## src/hw/rtl/ggm_pkg.sv

```systemverilog
// ggm_pkg: shared types, constants and register codes of the gray gradient magnitude block
// no dependencies; imported by every module under hw/rtl
`timescale 1ns / 1ps

package ggm_pkg;

	// default line length limit of the line store
	localparam int GGM_MAX_COLS = 1024;

	// field widths
	localparam int PIX_W      = 8;
	localparam int MAG_W      = 8;
	localparam int ROW_W      = 16;
	localparam int OUT_COL_W  = 10;
	localparam int CFG_COLS_W = 11;
	localparam int CFG_ROWS_W = 16;
	localparam int CFG_DATA_W = 16;
	localparam int CFG_IDX_W  = 2;

	// one line store word holds the older row gray over the recent row gray
	localparam int WORD_W = 2 * PIX_W;

	// reset values of the configuration registers
	localparam logic [CFG_COLS_W-1:0] IMAGE_COLS_RST = CFG_COLS_W'(640);
	localparam logic [CFG_ROWS_W-1:0] IMAGE_ROWS_RST = CFG_ROWS_W'(480);

	// gray = (30r + 59g + 11b) div 100, division done as multiply by 2^19/100 rounded up
	localparam int SUM_W      = 15;
	localparam int PROD_W     = 28;
	localparam int GRAY_RECIP = 5243;
	localparam int GRAY_SHIFT = 19;
	localparam int W_RED      = 30;
	localparam int W_GREEN    = 59;
	localparam int W_BLUE     = 11;

	typedef enum logic [CFG_IDX_W-1:0] {
		CFG_IMAGE_COLS = 2'd0,
		CFG_IMAGE_ROWS = 2'd1
	} cfg_idx_t;

	// one result transaction
	typedef struct packed {
		logic [MAG_W-1:0]     magnitude;
		logic [ROW_W-1:0]     out_row;
		logic [OUT_COL_W-1:0] out_col;
		logic                 run_last;
	} res_t;

	// push request from the compute stage into the result buffer
	typedef struct packed {
		logic push;
		logic two;
	} push_t;

endpackage

```

## src/hw/rtl/ggm_rbuf.sv

```systemverilog
// ggm_rbuf: two-entry result buffer in front of the output channel
// depends on ggm_pkg (res_t, push_t)
`timescale 1ns / 1ps

module ggm_rbuf (
	input  logic           clk,
	input  logic           arst_n,
	input  ggm_pkg::push_t push_req,
	input  ggm_pkg::res_t  res0,
	input  ggm_pkg::res_t  res1,
	output logic           free,
	output logic           out_valid,
	input  logic           out_ready,
	output ggm_pkg::res_t  out_res
);
	import ggm_pkg::*;

	logic a_valid_q;
	logic b_valid_q;
	res_t a_q;
	res_t b_q;
	logic pop;

	assign pop  = a_valid_q && out_ready;
	// both entries empty after this edge
	assign free = !b_valid_q && (!a_valid_q || out_ready);

	always_ff @(posedge clk or negedge arst_n) begin
		if (!arst_n) begin
			a_valid_q <= 1'b0;
			b_valid_q <= 1'b0;
		end else if (push_req.push) begin
			a_valid_q <= 1'b1;
			b_valid_q <= push_req.two;
		end else if (pop) begin
			a_valid_q <= b_valid_q;
			b_valid_q <= 1'b0;
		end
	end

	always_ff @(posedge clk) begin
		if (push_req.push) begin
			a_q <= res0;
			b_q <= res1;
		end else if (pop && b_valid_q) begin
			a_q <= b_q;
		end
	end

	assign out_valid = a_valid_q;
	assign out_res   = a_q;

endmodule

```

## config.mk

```make
export PLATFORM = sky130hd
export DESIGN_NAME = ggm_rbuf
export DESIGN_NICKNAME = d
export VERILOG_FILES = /design/src/hw/rtl/ggm_pkg.sv /design/src/hw/rtl/ggm_rbuf.sv
export SDC_FILE = /design/constraint.sdc
export NUM_CORES = 1
export LEC_CHECK = 0
export BUFFER_PORTS_ARGS = -buffer_cell sky130_fd_sc_hd__buf_2
export CORE_UTILIZATION = 49
export CTS_BUF_LIST = sky130_fd_sc_hd__clkbuf_4
export DETAILED_ROUTE_END_ITERATION = 7
export PLACE_DENSITY = 0.89
export SLEW_MARGIN = 20
export SYNTH_ARGS = -nofsm -noshare
export SYNTH_HDL_FRONTEND = slang
export SYNTH_SLANG_ARGS = --single-unit
```

## constraint.sdc

```tcl
create_clock -name clk -period 1.5 [get_ports clk]
set_input_delay 0.3 -clock clk [delete_from_list [all_inputs] [get_ports clk]]
set_output_delay 0.3 -clock clk [all_outputs]
set_load 0.02 [all_outputs]
```

==> impl_metrics.tcl <==
set metrics [dict create \
    status "completed" \
    synth_seq_cells 72 \
    hold_violations 0 \
    worst-path-buf-inv 2 \
    leakage_nw 1.484 \
    drc 0 \
    synth_cells 119 \
    ys_top_cells_by_area "edfxtp_1, mux2_2, mux2_4" \
    synth_ff_type "edfxtp_1" \
    yosysMostFrequentCell "edfxtp_1" \
    h-tree-depth 3 \
    pwr-share-seq_pct 59.6 \
    gp_congestion 0.7005 \
    start_util_pct 51.35 \
    synth_nets 194 \
    viasPerCell 4.742 \
    period_needed_ns 1.415 \
    die_x_um 75.63 \
    port_buffers 111 \
    dp_cells 307 \
    clkSlewWorstSetupHoldPaths_ns 0.12 \
    yosysWarnings 0 \
    cp_top_family "flip-flops" \
    die_h_um 75.63 \
    crit_path_end_kind "output port" \
    crit_path_max_incr_delay_ns 0.43 \
    cts_buffers 9 \
    worstPathRequired_ns 1.20 \
    postLayoutCoreUtil_pct 68.29 \
    antenna_found_initial 0 \
    dpl.hpwl_um 3665 \
    cp.arrival_ns 1.11 \
    cp-start-kind "flop" \
    path_class "flop to output port" \
    grtUsageTotal_pct 17.29 \
    first_iter_violations 75 \
    setup_viol 0 \
    p_comb_share_pct 12.8 \
    diodes 0 \
    grt_max_degree 24 \
    min_from "res1[9]" \
    cts_buffer_depth 2 \
    cp_max_fo 3 \
    die_area_sq_um 5719 \
    synth_edf_count 70 \
    cts_tree "built" \
    ir_drop_mv 0.6861 \
    layout.nets 326 \
    fin_skew_ns 0.01415 \
    max_freq_ghz 0.7069 \
    filler_cell_count 374 \
    seqCellArea_sq_um 2152 \
    cp_slowest_cell "dfrtp_1" \
    synth-seq-area-share_pct 81.02 \
    switchingPower_w 0.0009564 \
    drt_pass1_iterations 4 \
    synth_cell_types 14 \
    drive_gt1_share_pct 69.41 \
    synth_common_cells "edfxtp_1, mux2_2, mux2_4" \
    avgSynthCellArea_sq_um 22.32 \
    drv_cap 0 \
    grt_pass1_vias 1436 \
    p_clk_share_pct 27.6 \
    synth_top_cell_by_area "edfxtp_1" \
    overflow 0 \
    tightest_slew_ns 0.1524 \
    cts-root-buf "clkbuf_4" \
    powerDensity_nw_per_um2 1163 \
    multiInputGateArea_sq_um 466.7 \
    cts_sinks 72 \
    async_flop_share_pct 2.778 \
    wl_per_cell_um 15.06 \
    hp-class "primary input to flop" \
    finalNonFillerCells 325 \
    rows 26 \
    ant_nets 0 \
    switching_share_pct 23.28 \
    ioPinCount 112 \
    drv_slew 0 \
    internal-power_w 0.003152 \
    vias 1541 \
    coreArea_sq_um 5172 \
    setup-tns-final_ns 0 \
    syn2layout_area_growth_pct 32.97 \
    synth_area_sq_um 2656 \
    synth_top_cell_area_share_pct 79.13 \
    grt_setup_unrepaired "false" \
    crit_chain "buf_4 > buf_2" \
    grt_pass1_wl_um 6741 \
    period_share_pct 94.31 \
    max_slew_margin_pct 89.84 \
    routed_wl_um 4894 \
    clock_latency_ns 0.39 \
    reg2reg_from "out_valid" \
    crit_path_start "out_valid" \
]
## cell type report
cell class,instances,area share (%)
Clock buffer,9,1.913
Clock inverter,6,1.736
Inverter,1,0.1063
Multi-Input combinational cell,42,13.21
Sequential cell,72,60.93
Tap cell,70,2.480
Timing Repair Buffer,125,19.62
## power by group through the flow
| stage | Sequential (W) | Clock [W] | Combinational (W) |
|---|---|---|---|
| after floorplan | 0.00261 | 0 | 0.000152 |
| after global placement | 0.00249 | 0 | 0.000502 |
| after detailed placement | 0.00250 | 0 | 0.000519 |
| after CTS | 0.00245 | 0.00118 | 0.000523 |
| after global routing | 0.00247 | 0.00124 | 0.000570 |
| final | 0.00245 | 0.00113 | 0.000527 |
## cells in the final DEF, fill, tap and decap left out, types with 2 or more instances in the layout
| cell | Yosys | routed |
|---|---|---|
| buf_2 | 0 | 109 |
| edfxtp_1 | 70 | 70 |
| mux2_2 | 29 | 29 |
| buf_4 | 2 | 13 |
| clkbuf_4 | 0 | 9 |
| mux2_4 | 6 | 6 |
| clkinv_2 | 0 | 3 |
| dfrtp_1 | 2 | 2 |
| buf_12 | 0 | 2 |
## logic make-up (layout without fill, tap and decap cells)
family / after synthesis / in the layout / share of synthesized area, %
AND/OR/NAND/NOR: 2 / 2 / 0.3768
flip-flops: 72 / 72 / 81.02
AO/OA/AOI/OAI: 5 / 5 / 1.366
buffers and inverters: 5 / 141 / 1.554
multiplexers: 35 / 35 / 15.69
## final timing paths
check / end / slack [ns] / cells after the start
setup / recovery: out_valid / 0.09 / 2
hold / removal: b_q[9] / 0.07 / 1
setup reg to reg: out_res[24] / 0.23 / 3
hold reg to reg: out_res[27] / 0.56 / 1
max in group asynchronous: out_valid / 1.19 / 2
min in group asynchronous: b_valid_q / 0.22 / 2
## sequential cells by signal (all words and copies together), names as in the netlist
name / count
b_valid_q: 1
out_valid: 1
out_res: 35
b_q: 35
## per-layer routing
metal	up-vias	global-route usage [%]	wire length [um]
met2	69	30.26	2595
met4	0	11.11	88
met5	-	0	0
met3	9	5.291	384
met1	729	18.08	1824
li1	734	-	-
## what timing repair did
item / 4_1_cts / 5_1_grt
hold buffers: 1 / 0
endpoints found under the setup margin: 0 / 1
resized for setup: 0 / 2
setup buffers: 0 / 2
endpoints found under the hold margin: 2 / 0
## metrics by stage
stage                     cell area [sq um]  power [W]  hold WS (ns)  setup WS (ns)
final                                  3532   0.004109       0.06799        0.08535
after global routing                   3532   0.004277       0.04333        0.03126
after floorplan                        2656   0.002760      0.004409        0.01190
after detailed placement               3372   0.003017       0.08569         0.1916
after global placement                 3372   0.002990       0.08411         0.2256
after CTS                              3511   0.004156       0.03087       0.004589
Note: power is estimated with default switching activity, not from simulation.
